**config.mk**
```make
export PLATFORM = sky130hd
export DESIGN_NAME = brh_ctrl
export DESIGN_NICKNAME = d
export VERILOG_FILES = /design/src/rtl/brh_pkg.sv /design/src/rtl/brh_ctrl.sv
export SDC_FILE = /design/constraint.sdc
export NUM_CORES = 1
export LEC_CHECK = 0
export BUFFER_PORTS_ARGS = -buffer_cell sky130_fd_sc_hd__buf_2
export CORE_ASPECT_RATIO = 1.4
export CORE_MARGIN = 5
export CORE_UTILIZATION = 50
export CTS_CLUSTER_DIAMETER = 200
export CTS_CLUSTER_SIZE = 28
export DETAILED_ROUTE_END_ITERATION = 8
export HOLD_SLACK_MARGIN = 0.08
export PLACE_DENSITY = 0.83
export SYNTH_ARGS = -nofsm -noshare
export SYNTH_HDL_FRONTEND = slang
export SYNTH_SLANG_ARGS = --single-unit
```
**constraint.sdc**
```tcl
create_clock -name clk -period 2 [get_ports clk]
set_input_delay 0.4 -clock clk [delete_from_list [all_inputs] [get_ports clk]]
set_output_delay 0.4 -clock clk [all_outputs]
set_load 0.03 [all_outputs]
```
**src/rtl/brh_pkg.sv**
```systemverilog
// Shared types, constants and codes of the binned response histogrammer.
package brh_pkg;

	localparam int MOMENTUM_BINS = 6;
	localparam int ETA_BINS      = 10;
	localparam int RESPONSE_BINS = 100;
	localparam int COUNT_WIDTH   = 32;

	localparam int RESP_SLOTS  = RESPONSE_BINS + 2;
	localparam int STORE_DEPTH = MOMENTUM_BINS * ETA_BINS * RESP_SLOTS;
	localparam int ADDR_W      = $clog2(STORE_DEPTH);

	localparam int MOM_W  = 16;
	localparam int ETAV_W = 14;
	localparam int ETAL_W = 13;
	localparam int PB_W   = 3;
	localparam int EB_W   = 4;
	localparam int RB_W   = 7;

	localparam int QBITS     = $clog2(RESPONSE_BINS) + 1;
	localparam int DIV_W     = MOM_W + 1;
	localparam int REM_W     = DIV_W + QBITS;
	localparam int BIN_STEPS = ((MOMENTUM_BINS > ETA_BINS) ? MOMENTUM_BINS : ETA_BINS) - 1;
	localparam int ITER_STEPS = (BIN_STEPS > QBITS) ? BIN_STEPS : QBITS;
	localparam int STEP_W    = $clog2(ITER_STEPS + 1);

	localparam int PADDR_W = 4;
	localparam int PDATA_W = 32;

	localparam logic [1:0] REG_MOMENTUM_THRESHOLD = 2'd0;
	localparam logic [1:0] REG_MOMENTUM_BIN_WIDTH = 2'd1;
	localparam logic [1:0] REG_ETA_LIMIT          = 2'd2;
	localparam logic [1:0] REG_ETA_BIN_WIDTH      = 2'd3;

	localparam logic OP_FILL = 1'b0;
	localparam logic OP_READ = 1'b1;

	typedef enum logic [2:0] {
		ST_CLEAR,
		ST_IDLE,
		ST_DIVIDE,
		ST_ADDR,
		ST_READ,
		ST_UPDATE
	} brh_state_t;

	typedef struct packed {
		logic [MOM_W-1:0]  momentum_threshold;
		logic [MOM_W-1:0]  momentum_bin_width;
		logic [ETAL_W-1:0] eta_limit;
		logic [ETAL_W-1:0] eta_bin_width;
	} brh_cfg_t;

	typedef struct packed {
		logic                    op;
		logic [MOM_W-1:0]        measured_momentum;
		logic signed [ETAV_W-1:0] eta_value;
		logic [MOM_W-1:0]        true_momentum;
		logic [PB_W-1:0]         read_momentum_bin;
		logic [EB_W-1:0]         read_eta_bin;
		logic [RB_W-1:0]         read_response_bin;
	} brh_item_t;

	typedef struct packed {
		logic                   accepted;
		logic [PB_W-1:0]        momentum_bin;
		logic [EB_W-1:0]        eta_bin;
		logic [RB_W-1:0]        response_bin;
		logic [COUNT_WIDTH-1:0] bin_count;
	} brh_result_t;

	typedef struct packed {
		logic              clear;
		logic [ADDR_W-1:0] clr_addr;
		logic              load;
		logic              step;
		logic              qstep;
		logic              addr;
		logic              update;
	} brh_cmd_t;

	typedef struct packed {
		logic read_op;
	} brh_status_t;

endpackage

```
**src/rtl/brh_ctrl.sv**
```systemverilog
// Controller: clearing pass, per-item sequencing and result register handshake.
module brh_ctrl (
	input  logic                 clk,
	input  logic                 arst_n,
	input  logic                 item_valid,
	output logic                 item_ready,
	output logic                 result_valid,
	input  logic                 result_ready,
	input  brh_pkg::brh_status_t status,
	output brh_pkg::brh_cmd_t    cmd
);
	import brh_pkg::*;

	brh_state_t        state_q;
	brh_state_t        state_d;
	logic [ADDR_W-1:0] clr_q;
	logic [STEP_W-1:0] step_q;
	logic              out_valid_q;
	logic              room;

	assign room = !out_valid_q || result_ready;

	always_ff @(posedge clk or negedge arst_n) begin
		if (!arst_n) begin
			state_q <= ST_CLEAR;
		end else begin
			state_q <= state_d;
		end
	end

	always_ff @(posedge clk or negedge arst_n) begin
		if (!arst_n) begin
			clr_q       <= '0;
			step_q      <= '0;
			out_valid_q <= 1'b0;
		end else begin
			if (cmd.clear) begin
				clr_q <= clr_q + ADDR_W'(1);
			end
			if (cmd.step) begin
				step_q <= step_q + STEP_W'(1);
			end else begin
				step_q <= '0;
			end
			if (cmd.update) begin
				out_valid_q <= 1'b1;
			end else if (result_ready) begin
				out_valid_q <= 1'b0;
			end
		end
	end

	always_comb begin
		state_d      = state_q;
		item_ready   = 1'b0;
		cmd          = '0;
		cmd.clr_addr = clr_q;
		unique case (state_q)
			ST_CLEAR: begin
				cmd.clear = 1'b1;
				if (clr_q == ADDR_W'(STORE_DEPTH - 1)) begin
					state_d = ST_IDLE;
				end
			end
			ST_IDLE: begin
				item_ready = 1'b1;
				if (item_valid) begin
					cmd.load = 1'b1;
					state_d  = ST_DIVIDE;
				end
			end
			ST_DIVIDE: begin
				if (status.read_op == OP_READ) begin
					state_d = ST_ADDR;
				end else begin
					cmd.step  = 1'b1;
					cmd.qstep = (step_q < STEP_W'(QBITS));
					if (step_q == STEP_W'(ITER_STEPS - 1)) begin
						state_d = ST_ADDR;
					end
				end
			end
			ST_ADDR: begin
				cmd.addr = 1'b1;
				state_d  = ST_READ;
			end
			ST_READ: begin
				state_d = ST_UPDATE;
			end
			ST_UPDATE: begin
				if (room) begin
					cmd.update = 1'b1;
					state_d    = ST_IDLE;
				end
			end
			default: begin
				state_d = ST_CLEAR;
			end
		endcase
	end

	assign result_valid = out_valid_q;

`ifndef SYNTHESIS
	a_update_has_room: assert property (@(posedge clk) disable iff (!arst_n)
		cmd.update |-> (!out_valid_q || result_ready))
		else $error("result register overwritten while a transaction is pending");
	a_accept_blocks_next: assert property (@(posedge clk) disable iff (!arst_n)
		(item_valid && item_ready) |=> !item_ready)
		else $error("second item taken while one is still in work");
	a_clear_no_traffic: assert property (@(posedge clk) disable iff (!arst_n)
		cmd.clear |-> (!item_ready && !out_valid_q))
		else $error("traffic during the clearing pass");
	a_qstep_in_step: assert property (@(posedge clk) disable iff (!arst_n)
		cmd.qstep |-> cmd.step)
		else $error("divider step outside the iteration phase");
`endif

endmodule

```
==> results_dict.tcl, run 1 <==
set metrics [dict create \
    status "finished, final reports clean" \
    clkTransAtPathRegs_ns 0.11 \
    startpoint_type "flop" \
    vias_per_cell 5.245 \
    fin_nets 135 \
    core_area_sq_um 1949 \
    yosys.area.top_type "dfrtp_1" \
    reg2regPathDepth 4 \
    leakagePower_nw 0.6594 \
    async_reset_ff_frac 1.000 \
    clk_latency_ns 0.29 \
    synthAdderAreaFrac 0.03681 \
    maxCapViolCount 0 \
    worst_pin_slew_ns 0.4456 \
    multiInputGateArea_sq_um 483.0 \
    synthXorXnorAreaFrac 0.1202 \
    ff_latch_area_sq_um 528.0 \
    h-tree-depth 1 \
    p_per_area_nw_per_um2 508.5 \
    antenna_left 0 \
    grt-ovfl-total 0 \
    dpl.hpwl_mm 1.454 \
    min_path_type "in -> reg" \
    drive_gt1_frac 0.3254 \
    min_period_over_period 0.9691 \
    synth_simple_gate_area_share 0.2515 \
    whs_ns 0.3653 \
    fillers 165 \
    finalCriticalPeriod_ns 1.938 \
    cts_root_buf "clkbuf_4" \
    required_ns 1.60 \
    vdd_drop_max_mv 0.4332 \
    synth_top_family_by_area "simple AND/OR/NAND/NOR gates" \
    ys_top_cells_by_area "dfrtp_1, xnor2_1, nand2_1" \
    critPathTopFamily "simple AND/OR/NAND/NOR gates" \
    synth_common_cells "dfrtp_1, nand2_1, xnor2_1" \
    path_buf_inv 1 \
    cts_sinks 21 \
    grt_max_degree 22 \
    p_total_mw 0.6317 \
    cp-end-kind "primary output" \
    synth_seq_cells 21 \
    die-height_microns 63.44 \
    synth_nets 103 \
    yosysMostFrequentCell "dfrtp_1" \
    muxShareOfSynthArea 0.01104 \
    grt_use_total 0.1510 \
    tns_ns 0 \
    min_delay_path_depth 3 \
    cp_slowest_cell "dfrtp_2" \
    clk_path_buf_depth 2 \
    io_pins 26 \
    crit_chain "nand2b_4 -> or3_4 -> nor2_1 -> buf_4" \
    yosys_most_used_dff "dfrtp_1" \
    yosysTopAreaCellShare 0.5153 \
    relSlewSlack 0.7030 \
    setup_viol 0 \
    fin_skew_ns 0.004073 \
    setup_ws_ns 0.06181 \
    drtIter0Drc 11 \
    placementRows 19 \
    synth-edff-count 0 \
    cp_max_fo 7 \
    post_dp_cell_area_sq_um 1167 \
    yosys_warnings 0 \
    fin_area_sq_um 1242 \
    grt_pass1_wl_mm 3.429 \
    gp_congestion 0.7663 \
    synth_cell_types 27 \
    maxSlewViolCount 0 \
    ys_seq_area_frac 0.5153 \
    crit_cells 4 \
    syn_avg_cell_area_sq_um 10.73 \
    portBuffers 25 \
    cts_tree "built" \
    synth_compound_gate_area_share 0.03926 \
    antenna_found_initial 0 \
    cts_made_buffers 3 \
    via_count 771 \
    die_w_microns 48.17 \
    dr.pass1.iters 3 \
    diodes 0 \
    place_ws_ns 0.2457 \
    worstPathArrival_ns 1.54 \
    fmax_mhz 515.9 \
    wl_mm 1.896 \
    critPathMaxStageDelay_ns 0.47 \
    wl_per_cell_microns 12.90 \
    start_util 0.5231 \
    grt_pass1_vias 782 \
    finalHoldViolations 0 \
    dieArea_sq_um 3055 \
    rsz0062_at_grt "true" \
    drc 0 \
    syn-cell-area_sq_um 1020 \
    area_growth_pct 21.84 \
    crit_type "reg -> out" \
    syn_inst 95 \
]
timing repair:
item,CTS,global route
resized for setup,5,2
hold endpoints to repair,21,0
pin swaps,0,0
buffers inserted,0,2
setup endpoints to repair,2,4
hold buffers,1,0
cell type report:
class,instances,area share
flip-flops and latches,21,0.4250
multi-input cells,67,0.3887
repair buffers,28,0.1249
well taps,21,0.02115
clock buffers,3,0.01813
inverters,6,0.01813
clock inverters,1,0.004028
tightest hold or removal path: cells and delay by family:
family	cells	cell delay, ns
AOI/OAI and AO/OA	1	0.07
buffers and inverters	1	0.11
and+or+nand+nor	1	0.06
final timing paths:
path | startpoint | endpoint | slack (ns)
min reg2reg | step_q[0] | step_q[0] | 0.50
max | state_q[0] | cmd[2] | 0.06
min | item_valid | state_q[1] | 0.37
min in group asynchronous | arst_n | result_valid | 0.57
max reg2reg | state_q[1] | clr_q[12] | 0.37
max in group asynchronous | arst_n | state_q[0] | 1.10
metrics by stage:
step | util | cells
4_1_cts | 0.6277 | 145
3_3_place_gp | 0.5988 | 140
5_1_grt | 0.6374 | 147
6_report | 0.6374 | 147
2_1_floorplan | - | 95
3_5_place_dp | 0.5988 | 140
registers in the layout, summed over array words and instances (netlist names):
| signal | count |
|---|---|
| clr_q | 13 |
| step_q | 4 |
| state_q | 3 |
| result_valid | 1 |
layout by cell type (no fill, tap or decap), types with 3 or more instances in the layout:
cell / Yosys / final
and3_1: 3 / 3
buf_2: 0 / 23
buf_4: 0 / 4
clkbuf_4: 0 / 3
dfrtp_1: 21 / 19
ha_1: 3 / 3
inv_1: 6 / 6
nand2_1: 12 / 12
nand4_1: 3 / 3
nor2_1: 8 / 8
nor3_1: 3 / 3
xnor2_1: 9 / 9
xor2_1: 5 / 5
kinds of logic after synthesis:
logic type               Yosys count
AO/OA/AOI/OAI                      6
XOR/XNOR                          14
adder cells (fa/ha/maj)            3
buffers and inverters              7
flip-flops                        21
multiplexers                       1
AND/OR/NAND/NOR                   43
power by group:
part | switching (mW) | leakage, nW | internal, mW
sequential | 0.0000000000000000398 | 0.280 | 0.424
clock | 0.119 | 0.0177 | 0.0744
combinational | 0.00962 | 0.361 | 0.00481
metal layers:
layer | track usage | vias to the layer above | wire (microns)
met2 | 0.2353 | 20 | 963
li1 | - | 385 | -
met3 | 0.02849 | 2 | 131
met4 | 0.05051 | 0 | 12
met5 | 0 | - | 0
met1 | 0.2026 | 364 | 789
No activity file was read; power rests on OpenSTA's default activity.
==> inputs of run 2 (changes only) <==
BUFFER_PORTS_ARGS = -buffer_cell sky130_fd_sc_hd__clkbuf_2   (was -buffer_cell sky130_fd_sc_hd__buf_2)
SETUP_SLACK_MARGIN = 0.2   (was unset)
==> run 2 against run 1 <==
Wire length up 12%. First-iteration DRC count rose by 91%. Hold slack got worse by 0.031 ns. Core utilization up 5.1 points. Register-to-register slack got worse by 0.08 ns. Via count increased by 5.6%. Combinational power about the same. Flip-flop and latch count is the same. Count of clock-buffer cells in the layout unchanged. Total power increased by 0.45%.
==> results_dict.tcl, run 2 (synthesized netlist as in run 1, its figures left out) <==
set metrics [dict create \
    rsz0062_at_grt "true" \
    ff_latch_area_sq_um 528.0 \
    grt_pass1_vias 802 \
    largest_register_ffs 13 \
    dr.pass1.iters 4 \
    cts_sinks 21 \
    dieArea_sq_um 3055 \
    grt_pass1_wl_mm 3.477 \
    relSlewSlack 0.6683 \
    rrSetupSlack_ns 0.29 \
    cp_slowest_cell "dfrtp_1" \
    core_area_sq_um 1949 \
    tns_ns 0 \
    grt_max_degree 22 \
    antenna_left 0 \
    cp_max_fo 4 \
    gp_congestion 0.7464 \
    area_growth_pct 31.66 \
    grt-ovfl-total 0 \
    required_ns 1.60 \
    crit_type "reg -> out" \
    p_switching_mw 0.1307 \
    drtIter0Drc 21 \
    p_per_area_nw_per_um2 472.7 \
    fin_area_sq_um 1343 \
    cts_tree "built" \
    combinationalPowerShare 0.023 \
    antenna_found_initial 0 \
    setup_viol 0 \
    layout.cells.non_filler 153 \
    maxSlewViolCount 0 \
    finalCriticalPeriod_ns 1.877 \
    clk_latency_ns 0.31 \
    worst_pin_slew_ns 0.4975 \
    io_pins 26 \
    crit_chain "nand2b_4 -> or3_4 -> nor2_4 -> buf_8" \
    dpl.hpwl_mm 1.458 \
    die_w_microns 48.17 \
    wl_per_cell_microns 13.88 \
    power_frac_clock 0.309 \
    placedCellCount 141 \
    maxCapViolCount 0 \
    fin_skew_ns 0.01023 \
    startpoint_type "flop" \
    critPathMaxStageDelay_ns 0.42 \
    reg.largest.list "clr_q: 13 flops, step_q: 4 flops, state_q: 3 flops" \
    fillers 153 \
    h-tree-depth 1 \
    finalHoldViolations 0 \
    final_cell_mix "dfrtp_1, clkbuf_2, nand2_1, xnor2_1, buf_4" \
    via_count 814 \
    cts_root_buf "clkbuf_4" \
    multiInputGateArea_sq_um 503.0 \
    regMostFlops "clr_q" \
    die-height_microns 63.44 \
    status "finished, final reports clean" \
    seqPwrFrac 0.669 \
    post_dp_cell_area_sq_um 1180 \
    cp-end-kind "primary output" \
    cts_made_buffers 3 \
    clkTransAtPathRegs_ns 0.11 \
    fmax_mhz 532.8 \
    grt_use_total 0.1554 \
    p_int_mw 0.5038 \
    drc 0 \
    vias_per_cell 5.320 \
    p_sw_frac 0.2060 \
    min_path_type "in -> reg" \
    diodes 0 \
    final_util 0.6887 \
    fin_nets 141 \
    leakagePower_nw 0.6848 \
    drive_gt1_frac 0.3788 \
    wl_mm 2.124 \
    start_util 0.5231 \
    placementRows 19 \
    min_period_over_period 0.9384 \
    portBuffers 25 \
    worstPathArrival_ns 1.48 \
    clk_path_buf_depth 2 \
    vdd_drop_max_mv 0.5074 \
]
run 2: routing by layer:
metal | up-vias | wire length (microns) | track usage
met1 | 390 | 844 | 0.1845
met5 | - | 0 | 0
met3 | 5 | 140 | 0.02564
li1 | 394 | - | -
met2 | 25 | 1099 | 0.2565
met4 | 0 | 40 | 0.07071
run 2: final timing paths:
path / start / end / cells past startpoint
max in group asynchronous: arst_n / state_q[1] / 2
worst min-delay path: item_valid / state_q[1] / 3
min in group asynchronous: arst_n / result_valid / 2
worst max register to register: state_q[0] / clr_q[12] / 6
worst min register to register: step_q[0] / step_q[0] / 1
worst max-delay path: state_q[0] / cmd[2] / 4
run 2: per-stage QoR:
stage	hold slack (ns)	total power [mW]	worst slack, ns
3_3_place_gp	0.3894	0.4462	0.3286
2_1_floorplan	0.1044	0.4340	0.2161
5_1_grt	0.3465	0.6656	0.05553
3_5_place_dp	0.3883	0.4461	0.2616
6_report	0.3347	0.6346	0.1233
4_1_cts	0.3202	0.6411	0.1040
run 2: power groups by stage:
stage | clock network (mW) | registers, mW | logic, mW
2_1_floorplan | 0 | 0.433 | 0.00123
3_3_place_gp | 0 | 0.433 | 0.0135
3_5_place_dp | 0 | 0.433 | 0.0135
4_1_cts | 0.202 | 0.424 | 0.0151
5_1_grt | 0.224 | 0.425 | 0.0172
6_report | 0.196 | 0.424 | 0.0143
run 2: repair_timing:
item,in CTS,in global routing
hold endpoints to repair,21,0
pin swaps,2,2
gates resized for setup,13,13
hold buffers,1,0
setup buffers,5,2
setup endpoints to repair,6,6
run 2: worst max-delay path, delay by kind of cell, from the launching register on:
family / cells / cell delay [ns]
AND/OR/NAND/NOR: 3 / 0.63
flip-flops: 1 / 0.42
buffers and inverters: 1 / 0.13
run 2: cell type report:
type / count / share of cell area
inverter: 6 / 0.01678
timing repair buffer: 34 / 0.1752
clock buffer: 3 / 0.01678
multi-input combinational: 67 / 0.3746
clock inverter: 1 / 0.003728
sequential: 21 / 0.3933
tap: 21 / 0.01957
==> inputs of run 3 (changes only) <==
CELL_PAD_IN_SITES_DETAIL_PLACEMENT = 1   (was unset)
CELL_PAD_IN_SITES_GLOBAL_PLACEMENT = 1   (was unset)
CORE_UTILIZATION = 39   (was 50)
CTS_BUF_LIST = sky130_fd_sc_hd__clkbuf_16   (was unset)
PLACE_DENSITY = 0.84   (was 0.83)
==> run 3 against run 2 <==
Clock skew down 0.0045 ns. Setup slack improved by 0.047 ns. Core utilization shrank 14 points. Die area rose by 23%. Global-route usage shrank 1.1 points. Design area up 4.4%. Total power rose by 34%. Critical endpoint unchanged. Largest cell class unchanged.
==> results_dict.tcl, run 3 (synthesized netlist as in run 1, its figures left out) <==
set metrics [dict create \
    dr.pass1.iters 4 \
    relSlewSlack 0.6350 \
    die_w_microns 53.22 \
    grt_pass1_vias 930 \
    startpoint_type "flop" \
    wl_per_cell_microns 15.10 \
    crit_path_end "cmd[2]" \
    diodes 0 \
    rrSetupSlack_ns 0.23 \
    largest_register_ffs 13 \
    combinationalPowerShare 0.016 \
    gp_congestion 0.7431 \
    required_ns 1.60 \
    start_util 0.3983 \
    clk_path_buf_depth 2 \
    ff_latch_area_sq_um 528.0 \
    status "finished, final reports clean" \
    reg.largest.list "clr_q: 13 flops, step_q: 4 flops, state_q: 3 flops" \
    worstPathArrival_ns 1.43 \
    critPathLaunch "state_q[0]" \
    p_per_area_nw_per_um2 608.6 \
    wl_mm 2.521 \
    cts_tree "built" \
    reg2regPathDepth 7 \
    drtIter0Drc 12 \
    finalHoldViolations 0 \
    placementRows 22 \
    cts_made_buffers 3 \
    worst_pin_slew_ns 0.5475 \
    crit_type "reg -> out" \
    area_growth_pct 37.42 \
    finalCriticalPeriod_ns 1.830 \
    drc 0 \
    seqPwrFrac 0.498 \
    p_int_mw 0.6964 \
    rsz0062_at_grt "true" \
    r2r-start "state_q[0]" \
    grt-ovfl-total 0 \
    fin_nets 140 \
    reg2reg_to "clr_q[12]" \
    final_util 0.5474 \
    dpl.hpwl_mm 1.796 \
    core_area_sq_um 2560 \
    min_period_over_period 0.9148 \
    regMostFlops "clr_q" \
    tns_ns 0 \
    clk_latency_ns 0.25 \
    antenna_left 0 \
    portBuffers 25 \
    cts_root_buf "clkbuf_16" \
    cts_sinks 21 \
    via_count 833 \
    final_cell_mix "clkbuf_2, dfrtp_1, nand2_1, xnor2_1, buf_4" \
    dieArea_sq_um 3752 \
    min_path_type "in -> async" \
    fin_skew_ns 0.005768 \
    layout_commonest_cell "clkbuf_2" \
    grt_use_total 0.1444 \
    vias_per_cell 4.988 \
    cp_max_fo 4 \
    antenna_found_initial 0 \
    grt_max_degree 22 \
    multiInputGateArea_sq_um 509.2 \
    maxCapViolCount 0 \
    fillers 294 \
    cp-end-kind "primary output" \
    p_switching_mw 0.1565 \
    drive_gt1_frac 0.4046 \
    clkTransAtPathRegs_ns 0.06 \
    setup_viol 0 \
    vdd_drop_max_mv 0.4412 \
    leakagePower_nw 0.7014 \
    power_frac_clock 0.485 \
    die-height_microns 70.50 \
    io_pins 26 \
    holdBufCountCts 0 \
    p_sw_frac 0.1834 \
    fmax_mhz 546.6 \
    h-tree-depth 1 \
    maxSlewViolCount 0 \
    grt_pass1_wl_mm 4.202 \
]
[run 3: power groups by stage]
stage               clock [mW]  combinational [mW]  sequential [mW]
CTS                      0.423              0.0143            0.425
global route             0.445              0.0160            0.425
global placement             0              0.0136            0.433
detailed placement           0              0.0142            0.433
finish                   0.414              0.0139            0.425
floorplan                    0             0.00123            0.433
[run 3: how the worst min path moves through the flow]
| stage | endpoint | slack, ns | startpoint |
|---|---|---|---|
| after floorplan | clr_q[0] | 0.10 | arst_n |
| after global placement | result_valid | 0.39 | arst_n |
| after detailed placement | state_q[2] | 0.40 | arst_n |
| after CTS | state_q[2] | 0.14 | arst_n |
| after global routing | state_q[2] | 0.16 | arst_n |
| final | clr_q[3] | 0.12 | arst_n |
[run 3: per-stage QoR]
step           cells  area, sq um  worst slack (ns)  hold slack [ns]  power, mW
2_1_floorplan     95         1025            0.2161           0.1044     0.4340
5_1_grt          167         1401            0.1373           0.1591     0.8851
4_1_cts          166         1373            0.1305           0.1361     0.8624
3_5_place_dp     156         1199            0.1652           0.4041     0.4468
6_report         167         1401            0.1704           0.1222     0.8528
3_3_place_gp     156         1199            0.2600           0.3880     0.4463
[run 3: worst max-delay path: stages (launching register included)]
cell	delay, ns
dfrtp_2	0.42
nand2b_4	0.15
or3_4	0.37
nor2_4	0.11
buf_8	0.13
[run 3: cell type report]
| class | count | area share |
|---|---|---|
| inverter | 6 | 0.01607 |
| tap | 36 | 0.03214 |
| clock buffer | 3 | 0.05357 |
| sequential | 21 | 0.3768 |
| timing repair buffer | 33 | 0.1545 |
| clock inverter | 1 | 0.003571 |
| multi-input combinational | 67 | 0.3634 |
[run 3: metal layers]
metal / wire length (microns) / track usage / part of all wire / up-vias
met5: 0 / 0 / 0 / -
met4: 41 / 0.03409 / 0.016 / 0
met3: 132 / 0.03412 / 0.052 / 4
met2: 1357 / 0.2647 / 0.54 / 21
met1: 990 / 0.1605 / 0.39 / 417
li1: - / - / - / 391
[run 3: what timing repair did]
item / in CTS / in global routing
buffers inserted: 6 / 1
resized for setup: 13 / 9
pin swaps: 2 / 1
setup endpoints to repair: 6 / 9
